File: src/rtl/lpwa_pkg.sv
// ----------------------------------------------------------------------------
// lpwa_pkg
// Shared constants and types of the light-pen window averager.
// ----------------------------------------------------------------------------
`default_nettype none

package lpwa_pkg;

  localparam int unsigned POS_W    = 16;
  localparam int unsigned CNT_W    = 4;
  localparam int unsigned BTN_W    = 3;
  localparam int unsigned CFG_IDX_W = 2;
  localparam int unsigned CFG_DAT_W = 16;
  localparam int unsigned AVG_SHIFT = 8;

  localparam int unsigned BTN_RIGHT_BIT  = 1;
  localparam int unsigned BTN_MIDDLE_BIT = 2;

  typedef logic [CFG_IDX_W-1:0] cfg_idx_t;

  localparam cfg_idx_t CFG_WINDOW_COUNT = 2'd0;
  localparam cfg_idx_t CFG_RIGHT_MASK   = 2'd1;
  localparam cfg_idx_t CFG_MIDDLE_MASK  = 2'd2;

  localparam logic [CNT_W-1:0]     WINDOW_COUNT_RST = 4'd4;
  localparam logic [CFG_DAT_W-1:0] RIGHT_MASK_RST   = 16'h0400;
  localparam logic [CFG_DAT_W-1:0] MIDDLE_MASK_RST  = 16'h0100;

  typedef logic [POS_W-1:0] pos_t;
  typedef logic [CNT_W-1:0] cnt_t;

endpackage

`default_nettype wire

File: src/rtl/light_pen_window_averager.sv
// ----------------------------------------------------------------------------
// light_pen_window_averager
// Frame-tick light-pen smoother: windowed position sums, shared serial
// divider for the averages, button decode from the pot-port word.
// ----------------------------------------------------------------------------
//  chan | dir | handshake           | payload
//  in_  | in  | in_valid/in_ready   | in_pen_triggered, in_pen_x, in_pen_y, in_pot_bits
//  out_ | out | out_valid/out_ready | out_report_x, out_report_y, out_report_valid,
//       |     |                     | out_buttons
//  cfg_ | in  | cfg_we              | cfg_index, cfg_data
//
//  A sampling tick updates the window state at accept; the result word is registered at accept.
//  An averaging tick with triggers runs the shared restoring divider
//  on x, then on y; no new word is taken until both are done.
//  An averaging tick without triggers zeroes the averages and skips the divider.
//  A new word is taken while the result is held, once the output register
//  empties in the same cycle or earlier. rst_n is synchronous, active low.
// ----------------------------------------------------------------------------
`default_nettype none

module light_pen_window_averager (
  input  wire                         clk,
  input  wire                         rst_n,
  input  wire                         cfg_we,
  input  wire lpwa_pkg::cfg_idx_t     cfg_index,
  input  wire [lpwa_pkg::CFG_DAT_W-1:0] cfg_data,
  input  wire                         in_valid,
  output logic                        in_ready,
  input  wire                         in_pen_triggered,
  input  wire signed [15:0]           in_pen_x,
  input  wire signed [15:0]           in_pen_y,
  input  wire [15:0]                  in_pot_bits,
  output logic                        out_valid,
  input  wire                         out_ready,
  output logic signed [15:0]          out_report_x,
  output logic signed [15:0]          out_report_y,
  output logic                        out_report_valid,
  output logic [2:0]                  out_buttons
);
  import lpwa_pkg::*;

  typedef enum logic {S_IDLE, S_DIV} state_t;

  state_t state_r, state_nxt;

  cnt_t window_count_r, window_count_nxt;
  pos_t right_mask_r, right_mask_nxt;
  pos_t middle_mask_r, middle_mask_nxt;

  cnt_t tick_index_r, tick_index_nxt;
  cnt_t hit_count_r, hit_count_nxt;
  pos_t sum_x_r, sum_x_nxt;
  pos_t sum_y_r, sum_y_nxt;
  pos_t avg_x_r, avg_x_nxt;
  pos_t avg_y_r, avg_y_nxt;
  logic avg_valid_r, avg_valid_nxt;

  pos_t div_q_r, div_q_nxt;
  cnt_t div_rem_r, div_rem_nxt;
  cnt_t div_cnt_r, div_cnt_nxt;
  logic div_sel_r, div_sel_nxt;
  logic div_neg_r, div_neg_nxt;

  logic out_valid_r, out_valid_nxt;
  pos_t rep_x_r, rep_x_nxt;
  pos_t rep_y_r, rep_y_nxt;
  logic rep_valid_r, rep_valid_nxt;
  logic [BTN_W-1:0] btn_r, btn_nxt;

  logic in_acc;
  logic avg_tick;
  logic [CNT_W:0] rem_sh;
  logic [CNT_W:0] divisor;
  logic fits;
  pos_t q_step;
  pos_t q_signed;
  pos_t avg_val;
  pos_t mag_x;
  pos_t mag_y;
  logic [BTN_W-1:0] btn_dec;

  assign in_ready = (state_r == S_IDLE) && (!out_valid_r || out_ready);
  assign in_acc   = in_valid && in_ready;
  assign avg_tick = (tick_index_r == window_count_r);

  assign mag_x = sum_x_r[POS_W-1] ? (~sum_x_r + pos_t'(1)) : sum_x_r;
  assign mag_y = sum_y_r[POS_W-1] ? (~sum_y_r + pos_t'(1)) : sum_y_r;

  // shared restoring divider step
  assign divisor  = {1'b0, hit_count_r};
  assign rem_sh   = {div_rem_r, div_q_r[POS_W-1]};
  assign fits     = (rem_sh >= divisor);
  assign q_step   = {div_q_r[POS_W-2:0], fits};
  assign q_signed = div_neg_r ? (~q_step + pos_t'(1)) : q_step;
  assign avg_val  = {q_signed[POS_W-AVG_SHIFT-1:0], {AVG_SHIFT{1'b0}}};

  always_comb begin
    btn_dec = '0;
    btn_dec[BTN_RIGHT_BIT]  = ((in_pot_bits & right_mask_r) == '0);
    btn_dec[BTN_MIDDLE_BIT] = ((in_pot_bits & middle_mask_r) == '0);
  end

  always_comb begin
    state_nxt        = state_r;
    window_count_nxt = window_count_r;
    right_mask_nxt   = right_mask_r;
    middle_mask_nxt  = middle_mask_r;
    tick_index_nxt   = tick_index_r;
    hit_count_nxt    = hit_count_r;
    sum_x_nxt        = sum_x_r;
    sum_y_nxt        = sum_y_r;
    avg_x_nxt        = avg_x_r;
    avg_y_nxt        = avg_y_r;
    avg_valid_nxt    = avg_valid_r;
    div_q_nxt        = div_q_r;
    div_rem_nxt      = div_rem_r;
    div_cnt_nxt      = div_cnt_r;
    div_sel_nxt      = div_sel_r;
    div_neg_nxt      = div_neg_r;
    out_valid_nxt    = out_valid_r;
    rep_x_nxt        = rep_x_r;
    rep_y_nxt        = rep_y_r;
    rep_valid_nxt    = rep_valid_r;
    btn_nxt          = btn_r;

    if (cfg_we) begin
      unique case (cfg_index)
        CFG_WINDOW_COUNT: window_count_nxt = cfg_data[CNT_W-1:0];
        CFG_RIGHT_MASK:   right_mask_nxt   = cfg_data;
        CFG_MIDDLE_MASK:  middle_mask_nxt  = cfg_data;
        default: ;
      endcase
    end

    if (out_valid_r && out_ready) begin
      out_valid_nxt = 1'b0;
    end

    unique case (state_r)
      S_IDLE: begin
        if (in_acc) begin
          out_valid_nxt = 1'b1;
          rep_x_nxt     = avg_x_r;
          rep_y_nxt     = avg_y_r;
          rep_valid_nxt = avg_valid_r;
          btn_nxt       = btn_dec;
          if (avg_tick) begin
            avg_valid_nxt = (hit_count_r >= (window_count_r >> 1));
            if (hit_count_r == '0) begin
              avg_x_nxt      = '0;
              avg_y_nxt      = '0;
              tick_index_nxt = '0;
              sum_x_nxt      = '0;
              sum_y_nxt      = '0;
            end else begin
              state_nxt   = S_DIV;
              div_q_nxt   = mag_x;
              div_neg_nxt = sum_x_r[POS_W-1];
              div_rem_nxt = '0;
              div_cnt_nxt = '0;
              div_sel_nxt = 1'b0;
            end
          end else begin
            tick_index_nxt = tick_index_r + cnt_t'(1);
            if (in_pen_triggered) begin
              hit_count_nxt = hit_count_r + cnt_t'(1);
              sum_x_nxt     = sum_x_r + in_pen_x;
              sum_y_nxt     = sum_y_r + in_pen_y;
            end
          end
        end
      end
      S_DIV: begin
        div_q_nxt   = q_step;
        div_rem_nxt = fits ? cnt_t'(rem_sh - divisor) : rem_sh[CNT_W-1:0];
        div_cnt_nxt = div_cnt_r + cnt_t'(1);
        if (div_cnt_r == '1) begin
          if (!div_sel_r) begin
            // x done, load y
            avg_x_nxt   = avg_val;
            div_q_nxt   = mag_y;
            div_neg_nxt = sum_y_r[POS_W-1];
            div_rem_nxt = '0;
            div_sel_nxt = 1'b1;
          end else begin
            avg_y_nxt      = avg_val;
            tick_index_nxt = '0;
            hit_count_nxt  = '0;
            sum_x_nxt      = '0;
            sum_y_nxt      = '0;
            state_nxt      = S_IDLE;
          end
        end
      end
      default: state_nxt = S_IDLE;
    endcase
  end

  always_ff @(posedge clk) begin
    if (!rst_n) begin
      state_r        <= S_IDLE;
      window_count_r <= WINDOW_COUNT_RST;
      right_mask_r   <= RIGHT_MASK_RST;
      middle_mask_r  <= MIDDLE_MASK_RST;
      tick_index_r   <= '0;
      hit_count_r    <= '0;
      sum_x_r        <= '0;
      sum_y_r        <= '0;
      avg_x_r        <= '0;
      avg_y_r        <= '0;
      avg_valid_r    <= 1'b0;
      div_cnt_r      <= '0;
      div_sel_r      <= 1'b0;
      out_valid_r    <= 1'b0;
    end else begin
      state_r        <= state_nxt;
      window_count_r <= window_count_nxt;
      right_mask_r   <= right_mask_nxt;
      middle_mask_r  <= middle_mask_nxt;
      tick_index_r   <= tick_index_nxt;
      hit_count_r    <= hit_count_nxt;
      sum_x_r        <= sum_x_nxt;
      sum_y_r        <= sum_y_nxt;
      avg_x_r        <= avg_x_nxt;
      avg_y_r        <= avg_y_nxt;
      avg_valid_r    <= avg_valid_nxt;
      div_cnt_r      <= div_cnt_nxt;
      div_sel_r      <= div_sel_nxt;
      out_valid_r    <= out_valid_nxt;
    end
    div_q_r     <= div_q_nxt;
    div_rem_r   <= div_rem_nxt;
    div_neg_r   <= div_neg_nxt;
    rep_x_r     <= rep_x_nxt;
    rep_y_r     <= rep_y_nxt;
    rep_valid_r <= rep_valid_nxt;
    btn_r       <= btn_nxt;
  end

  assign out_valid        = out_valid_r;
  assign out_report_x     = rep_x_r;
  assign out_report_y     = rep_y_r;
  assign out_report_valid = rep_valid_r;
  assign out_buttons      = btn_r;

`ifndef SYNTHESIS
  a_div_nonzero: assert property (@(posedge clk) disable iff (!rst_n)
    (state_r == S_DIV) |-> (hit_count_r != '0))
    else $error("divider running with zero trigger count");

  a_rem_bound: assert property (@(posedge clk) disable iff (!rst_n)
    (state_r == S_DIV) |-> ({1'b0, div_rem_r} < divisor))
    else $error("divider remainder out of range");

  a_div_start: assert property (@(posedge clk) disable iff (!rst_n)
    (in_acc && avg_tick && (hit_count_r != '0)) |=>
      ((state_r == S_DIV) && (div_cnt_r == '0) && !div_sel_r))
    else $error("averaging tick did not start the divider");

  a_out_loaded: assert property (@(posedge clk) disable iff (!rst_n)
    in_acc |=> out_valid_r)
    else $error("accepted word produced no result");
`endif

endmodule

`default_nettype wire

File: config.mk
export PLATFORM = sky130hd
export DESIGN_NAME = light_pen_window_averager
export DESIGN_NICKNAME = d
export VERILOG_FILES = /design/src/rtl/lpwa_pkg.sv /design/src/rtl/light_pen_window_averager.sv
export SDC_FILE = /design/constraint.sdc
export NUM_CORES = 1
export LEC_CHECK = 0
export ABC_CLOCK_PERIOD_IN_PS = 2560
export BUFFER_PORTS_ARGS = -buffer_cell sky130_fd_sc_hd__buf_2
export CORE_UTILIZATION = 34
export DETAILED_ROUTE_END_ITERATION = 10
export GPL_TIMING_DRIVEN = 0
export PLACE_DENSITY = 0.57
export SKIP_CTS_REPAIR_TIMING = 1
export SLEW_MARGIN = 20
export SYNTH_ARGS = -nofsm -noshare
export SYNTH_HDL_FRONTEND = slang
export SYNTH_SLANG_ARGS = --single-unit
File: constraint.sdc
create_clock -name clk -period 2.56 [get_ports clk]
set_input_delay 0.128 -clock clk [delete_from_list [all_inputs] [get_ports clk]]
set_output_delay 0.128 -clock clk [all_outputs]
set_load 0.01 [all_outputs]
==> results.yml, run 1 <==
routing:
  drc: 0
  first_iter_violations: 316
  dr.pass1.iters: 5
  vias: 6680
  wl_per_cell_um: 15.0
  wl_um: 20000
  viasPerCell: 4.99
  ant_nets: 0
place:
  port_buffers: 91
  dp_slack_ns: -0.327
  routabilityCongestion: 0.822
  place_area_um2: 8760
  dp_hpwl_um: 14800
synthesis:
  synth_top_area_share_pct: 25.4
  synth_cell_type_count: 66
  synthMostInstantiatedCell: "nand2_1"
  ys_top_cells_by_area: "dfxtp_1 25%, edfxtp_1 15%, ha_1 7.0%, nand2_1 6.5%, xnor2_1 4.9%"
  ys_top_cells_by_count: "136 x nand2_1, 100 x dfxtp_1, 72 x nor2_1"
  synth-seq-cells: 140
  synth_ff_type: "dfxtp_1"
  async_flop_share_pct: 0
  syn_area_per_cell_um2: 8.85
  synth_warnings: 0
  synth-edff-count: 40
  synth_top_area_cell: "dfxtp_1"
  ys_seq_area_share_pct: 40.6
  syn_area_um2: 7880
  synthCells: 891
floorplan:
  coreArea_um2: 22700
  start_util_pct: 34.7
  ios: 110
  die_h_um: 154
  dieArea_um2: 23800
  die_width_um: 154
  rows: 55
timing:
  drv_slew: 0
  final-hold-violation-count: 0
  layout_setup_ws_ns: 0.109
  worst_pin_slew_ns: 0.779
  rsz0062_at_grt: "false"
  setup_viol: 0
  max_slew_margin_pct: 48.0
  fmax_mhz: 408
  worst_clock_skew_ns: 0.0121
  fin_crit_sh_pct: 95.7
  period_needed_ns: 2.45
power:
  p_leak_nw: 3.89
  ir_worst_vdd_uv: 369
  p_per_area_nw_per_um2: 597
final_layout:
  fillers: 2272
  fin_nets: 1159
  area_growth_pct: 21.3
  regArea_um2: 3200
  stdcell_area_um2: 9560
  drive_gt1_share_pct: 16.8
  multi_input_area_um2: 4380
  num_antenna_cells: 0
outcome:
  status: "completed"
global_routing:
  grt_max_degree: 23
  grt_pass1_vias: 6257
  grt_pass1_wl_um: 32100
  grt-ovfl-total: 0
  antenna_found_initial: 0
  track_usage_pct: 17.1
clock_tree:
  clockRootBuffer: "clkbuf_16"
  clock_sinks: 140
  clock_path_buffers: 2
  numCtsBuffers: 17
  cts_max_level: 4
  clkSlewWorstSetupHoldPaths_ns: 0.06
  worstSkewPairLatency_ns: 0.43
  cts_tree: "built"
critical_path:
  cp_slowest_cell: "nor2b_1"
  critPathRequiredTime_ns: 2.66
  worst-path-max-fanout: 10
  slowest_delay_ns: 0.50
  critPathArrivalTime_ns: 2.55
  cp-end-kind: "register"
  crit_path_cell_trace: "inv_1, ha_1, and3_1, or3_1, nor2b_1, clkinvlp_4"
  critPathKind: "reg -> reg"
  startpoint_type: "register"
job:
  max_cap_viol_count: 0
hold_path:
  hp-class: "in -> reg"
==> metal layers <==
metal,wire (µm),up-vias,track usage [%],part of all wire (%)
met5,0,-,0,0
met4,153,0,4.81,0.76
met3,771,13,3.87,3.8
met2,9460,120,27.8,47
met1,9650,3124,22.9,48
li1,-,3423,-,-
==> flip-flops by register name, summed over array words and instances (netlist names), 2 cells and up <==
| register | cells |
|---|---|
| middle_mask_r | 16 |
| tick_index_r | 4 |
| out_buttons | 2 |
| div_rem_r | 4 |
| sum_y_r | 16 |
| avg_x_r | 8 |
| avg_y_r | 8 |
| window_count_r | 4 |
| out_report_x | 8 |
| right_mask_r | 16 |
| out_report_y | 8 |
| div_q_r | 16 |
| sum_x_r | 16 |
| div_cnt_r | 4 |
| hit_count_r | 4 |
==> logic make-up after synthesis <==
| family | share of synthesized area (%) |
|---|---|
| adder cells (fa/ha/maj) | 7.75 |
| XOR/XNOR | 7.56 |
| AO/OA/AOI/OAI | 18.8 |
| other | 0.0476 |
| buffers and inverters | 4.87 |
| multiplexers | 2.75 |
| AND/OR/NAND/NOR | 17.6 |
| flip-flops | 40.6 |
==> area by class of cell <==
class / instances / share of cell area (%)
repair inverters: 2 / 0.131
plain buffers: 51 / 2.85
repair buffers: 112 / 6.86
flip-flops and latches: 140 / 33.5
clock buffers: 17 / 4.45
inverters: 30 / 1.26
multi-input cells: 686 / 45.9
clock inverters: 15 / 1.32
well taps: 285 / 3.73
==> where the power goes <==
| part | switching (mW) | total, mW | internal (mW) |
|---|---|---|---|
| Sequential | 0.0834 | 2.45 | 2.37 |
| Combinational | 0.504 | 0.906 | 0.401 |
| Clock | 1.07 | 2.35 | 1.27 |
==> path summary, 6_finish.rpt <==
check                               startpoint               end  slack, ns  depth (start not counted)
worst max register to register  hit_count_r[1]      div_rem_r[3]       0.11                          6
worst min register to register     avg_y_r[12]  out_report_y[12]       0.43                          0
worst min-delay path                 out_ready         out_valid       0.01                          3
worst max-delay path            hit_count_r[1]      div_rem_r[3]       0.11                          6
==> stage by stage <==
| step | util, % | TNS, ns | std cells | power (mW) | hold WS (ns) |
|---|---|---|---|---|---|
| 5_1_grt | 42.1 | 0 | 1338 | 6.00 | 0.0274 |
| 2_1_floorplan | - | 0 | 907 | 3.12 | 0.252 |
| 3_5_place_dp | 38.6 | -7.48 | 1283 | 3.38 | 0.370 |
| 4_1_cts | 41.0 | -8.63 | 1315 | 5.73 | -0.0927 |
| 6_report | 42.1 | 0 | 1338 | 5.70 | 0.0122 |
| 3_3_place_gp | 38.6 | -6.14 | 1283 | 3.37 | 0.368 |
==> cells in the final DEF (no fill, tap or decap), drive strengths merged, types with 5 or more instances in the layout <==
master       instances
conb                17
nand3               21
clkbuf              44
nor2b                8
clkinvlp             6
ha                  44
edfxtp              40
a21o                 9
xor2                24
nand2b              19
and2                 6
mux2i               19
o211ai              11
or3                  5
nand2              136
nand4                8
and3                 5
a21oi               67
xnor2               44
a31oi                6
buf                119
nor2                72
a22o                 5
o21bai               7
inv                 37
dlygate4sd3         17
o21ai               60
dfxtp              100
a22oi               23
o31ai                8
==> critical path, delay by kind of cell (launching register included) <==
kind | cells | cell delay [ns]
adder cells (fa/ha/maj) | 1 | 0.17
buffers and inverters | 2 | 0.58
flip-flops | 1 | 0.34
AND/OR/NAND/NOR | 3 | 1.05
Power figures use the tool's default switching activity.
==> inputs of run 2 (changes only) <==
==> constraint.sdc (replaced) <==
create_clock -name clk -period 2.56 [get_ports clk]
set_input_delay 0.256 -clock clk [delete_from_list [all_inputs] [get_ports clk]]
set_output_delay 0.256 -clock clk [all_outputs]
set_load 0.01 [all_outputs]
==> run 2 against run 1 <==
Global-route usage is the same. Sequential power is essentially flat. Count of clock-buffer cells in the layout is the same. Sequential cell count is the same. Cell area is 1.9% lower. Register-to-register slack better by 0.04 ns. Die area is the same. Clock power hardly changed. Setup slack gained 0.040 ns. Via count down 0.57%. Critical path type unchanged. Largest power group unchanged. Hold slack better by 0.038 ns.
==> results.yml, run 2 (synthesis gave the netlist of run 1 again) <==
job:
  max_cap_viol_count: 0
global_routing:
  busiest_layer: "met2"
  use_met2_pct: 27.8
  grt_pass1_vias: 6257
  grt_use_met1_pct: 22.9
  grt_pass1_wl_um: 32100
  track_usage_pct: 17.1
  grt_max_degree: 23
  use_met3_pct: 3.87
  antenna_found_initial: 0
  grt-ovfl-total: 0
routing:
  vias: 6642
  wl_um: 19700
  viasPerCell: 5.04
  dr.pass1.iters: 4
  wl_per_cell_um: 14.9
  drc: 0
  first_iter_violations: 330
  ant_nets: 0
clock_tree:
  clkSlewWorstSetupHoldPaths_ns: 0.07
  clock_sinks: 140
  worstSkewPairLatency_ns: 0.43
  numCtsBuffers: 17
  clockRootBuffer: "clkbuf_16"
  cts_max_level: 4
  clock_path_buffers: 2
  cts_tree: "built"
floorplan:
  die_h_um: 154
  rows: 55
  start_util_pct: 34.7
  ios: 110
  coreArea_um2: 22700
  dieArea_um2: 23800
  die_width_um: 154
timing:
  fin_crit_sh_pct: 94.2
  tns_ns: 0
  rsz0062_at_grt: "false"
  fmax_mhz: 415
  drv_slew: 0
  period_needed_ns: 2.41
  max_slew_margin_pct: 48.0
  setup_viol: 0
  worst_pin_slew_ns: 0.779
  final-hold-violation-count: 0
  worst_clock_skew_ns: 0.0108
power:
  p_leak_nw: 3.82
  p_per_area_nw_per_um2: 606
  ir_worst_vdd_uv: 367
critical_path:
  rr_startpoint: "hit_count_r[1]"
  startpoint_type: "register"
  cp-end-kind: "register"
  worst-path-max-fanout: 21
  critPathRequiredTime_ns: 2.90
  critPathArrivalTime_ns: 2.75
  critPathKind: "reg -> reg"
  critPathLaunch: "hit_count_r[1]"
  regToRegSetupSlack_ns: 0.15
hold_path:
  worstHoldStart: "cfg_data[8]"
  hp-class: "in -> reg"
final_layout:
  fin_nets: 1140
  fillers: 2269
  drive_gt1_share_pct: 17.1
  final_common_cell: "nand2_1"
  num_antenna_cells: 0
  area_growth_pct: 19.0
  final_util_pct: 41.3
  final_cell_mix: "136 x nand2_1, 99 x dfxtp_1, 95 x buf_2"
outcome:
  status: "completed"
place:
  dp_hpwl_um: 14800
  port_buffers: 91
  routabilityCongestion: 0.822
[run 2: layer usage]
| metal | vias to the layer above | routed length (µm) |
|---|---|---|
| met1 | 3117 | 9420 |
| met2 | 129 | 9340 |
| li1 | 3384 | - |
| met4 | 0 | 151 |
| met3 | 12 | 769 |
| met5 | - | 0 |
[run 2: report_power, final]
group	internal, mW	total, mW	switching [mW]
Clock	1.27	2.35	1.07
Sequential	2.37	2.45	0.0834
Combinational	0.384	0.884	0.500
[run 2: final cells by class]
cell class	instances	area (µm²)	share of cell area, %
multi-input combinational	686	4390	46.8
sequential	140	3200	34.2
timing repair buffer	94	478	5.10
clock buffer	17	425	4.54
tap	285	357	3.80
buffer	51	274	2.92
clock inverter	15	126	1.35
inverter	30	120	1.28
timing repair inverter	1	5.00	0.0534
[run 2: worst max-delay path: stages (launching register included)]
cell and delay, ns:
dfxtp_1 0.34, inv_1 0.14, ha_1 0.17, and3_1 0.28
or3_1 0.27, nor2b_1 0.29, clkinvlp_4 0.47, a311oi_2 0.36
[run 2: final timing paths]
path,depth (start not counted),end
setup / recovery,7,div_cnt_r[2]
hold / removal,3,middle_mask_r[8]
setup reg to reg,7,div_cnt_r[2]
hold reg to reg,0,out_report_y[12]
[run 2: stage by stage]
step	hold slack, ns	total power, mW	setup WS, ns	instance area (µm²)	instances
floorplan	0.380	3.12	0.0989	7940	907
finish	0.0507	5.68	0.149	9380	1319
detailed placement	0.420	3.38	-0.327	8760	1283
CTS	0.0353	5.73	-0.356	9310	1315
global placement	0.416	3.37	-0.277	8760	1283
global route	0.0489	5.98	0.00152	9380	1319
==> inputs of run 3 (changes only) <==
--- a/config.mk
+++ b/config.mk
@@ -5,12 +5,12 @@
 export SDC_FILE = /design/constraint.sdc
 export NUM_CORES = 1
 export LEC_CHECK = 0
-export ABC_CLOCK_PERIOD_IN_PS = 2560
 export BUFFER_PORTS_ARGS = -buffer_cell sky130_fd_sc_hd__buf_2
 export CORE_UTILIZATION = 34
 export DETAILED_ROUTE_END_ITERATION = 10
 export GPL_TIMING_DRIVEN = 0
 export PLACE_DENSITY = 0.57
+export RECOVER_POWER = 25
 export SKIP_CTS_REPAIR_TIMING = 1
 export SLEW_MARGIN = 20
 export SYNTH_ARGS = -nofsm -noshare
==> run 3 against run 2 <==
First-iteration DRC count stayed put. Die area unchanged. Wire length up 0.18%. Cell count stayed put. Sequential power hardly changed. Register-to-register slack about the same. Sequential cell count unchanged. Critical endpoint unchanged. Largest cell class unchanged. Largest power group unchanged.
==> results.yml, run 3 (synthesis gave the netlist of run 1 again) <==
outcome:
  status: "completed"
timing:
  worst_clock_skew_ns: 0.0115
  worst_pin_slew_ns: 0.779
  rsz0062_at_grt: "false"
  max_slew_margin_pct: 48.0
  fmax_mhz: 415
  setup_viol: 0
  period_needed_ns: 2.41
  drv_slew: 0
  final-hold-violation-count: 0
  fin_crit_sh_pct: 94.2
  tns_ns: 0
critical_path:
  critPathArrivalTime_ns: 2.75
  critPathRequiredTime_ns: 2.90
  cp-end-kind: "register"
  worst-path-max-fanout: 21
  regToRegSetupSlack_ns: 0.15
  critPathKind: "reg -> reg"
  startpoint_type: "register"
final_layout:
  final_util_pct: 41.2
  num_antenna_cells: 0
  drive_gt1_share_pct: 15.1
  fin_nets: 1140
  final-instance-count-excl-fill: 1319
  area_growth_pct: 18.7
  final_common_cell: "nand2_1"
  final_cell_mix: "136 x nand2_1, 99 x dfxtp_1, 74 x buf_2"
floorplan:
  start_util_pct: 34.7
  coreArea_um2: 22700
  rows: 55
  die_h_um: 154
  ios: 110
  die_width_um: 154
  dieArea_um2: 23800
clock_tree:
  cts_max_level: 4
  cts_tree: "built"
  clock_path_buffers: 2
  numCtsBuffers: 17
  clkSlewWorstSetupHoldPaths_ns: 0.07
  clockRootBuffer: "clkbuf_16"
  worstSkewPairLatency_ns: 0.43
  clock_sinks: 140
power:
  p_clk_share_pct: 41.3
  seqPwrFrac_pct: 43.2
  combPwrFrac_pct: 15.5
  p_per_area_nw_per_um2: 607
  p_leak_nw: 3.75
  netSwitchingPower_mw: 1.66
  p_sw_share_pct: 29.2
  power_mw: 5.68
  ir_worst_vdd_uv: 366
  power.internal_mw: 4.02
routing:
  first_iter_violations: 330
  wl_um: 19700
  wl_per_cell_um: 15.0
  ant_nets: 0
  drc: 0
  viasPerCell: 5.04
  vias: 6642
  dr.pass1.iters: 4
place:
  port_buffers: 91
  routabilityCongestion: 0.822
  dp_hpwl_um: 14800
  dp.cells: 1283
global_routing:
  grt-ovfl-total: 0
  grt_pass1_vias: 6257
  grt_pass1_wl_um: 32100
  antenna_found_initial: 0
  grt_max_degree: 23
  track_usage_pct: 17.1
hold_path:
  hp-class: "in -> reg"
job:
  max_cap_viol_count: 0
[run 3: power groups by stage]
stage                     logic, mW  clock network [mW]  registers [mW]
after floorplan               0.634                   0            2.49
after CTS                     0.884                2.39            2.45
after global routing          0.992                2.52            2.47
final                         0.879                2.35            2.45
after detailed placement      0.877                   0            2.50
after global placement        0.869                   0            2.50
[run 3: path summary, 6_finish.rpt]
path / from / to / cells past startpoint
worst max-delay path: hit_count_r[1] / div_cnt_r[2] / 7
worst min-delay path: cfg_data[8] / middle_mask_r[8] / 3
worst max register to register: hit_count_r[1] / div_cnt_r[2] / 7
worst min register to register: avg_y_r[12] / out_report_y[12] / 0
[run 3: layout make-up]
cell class / count / area, µm²
Fill cell: 2280 / 13400
Timing Repair inverter: 1 / 5.00
Clock buffer: 17 / 425
Tap cell: 285 / 357
Buffer: 51 / 274
Inverter: 30 / 120
Multi-Input combinational cell: 686 / 4390
Clock inverter: 15 / 126
Sequential cell: 140 / 3200
Timing Repair Buffer: 94 / 452
[run 3: stage by stage]
step	cell area, µm²	hold slack [ns]	setup WS [ns]
after floorplan	7940	0.380	0.0989
after global placement	8760	0.416	-0.277
after detailed placement	8760	0.420	-0.327
after CTS	9310	0.0353	-0.356
after global routing	9350	0.0489	0.00152
final	9350	0.0503	0.149
[run 3: per-layer routing]
layer | track usage [%] | share of wire [%] | vias to the layer above
li1 | - | - | 3384
met1 | 22.9 | 48 | 3115
met2 | 27.8 | 47 | 131
met3 | 3.87 | 4.1 | 12
met4 | 4.81 | 0.77 | 0
met5 | 0 | 0 | -
[run 3: worst max-delay path, cell delays in order, from the launching register on]
cell        delay, ns
dfxtp_1          0.34
inv_1            0.14
ha_1             0.17
and3_1           0.28
or3_1            0.27
nor2b_1          0.29
clkinvlp_4       0.47
a311oi_2         0.36
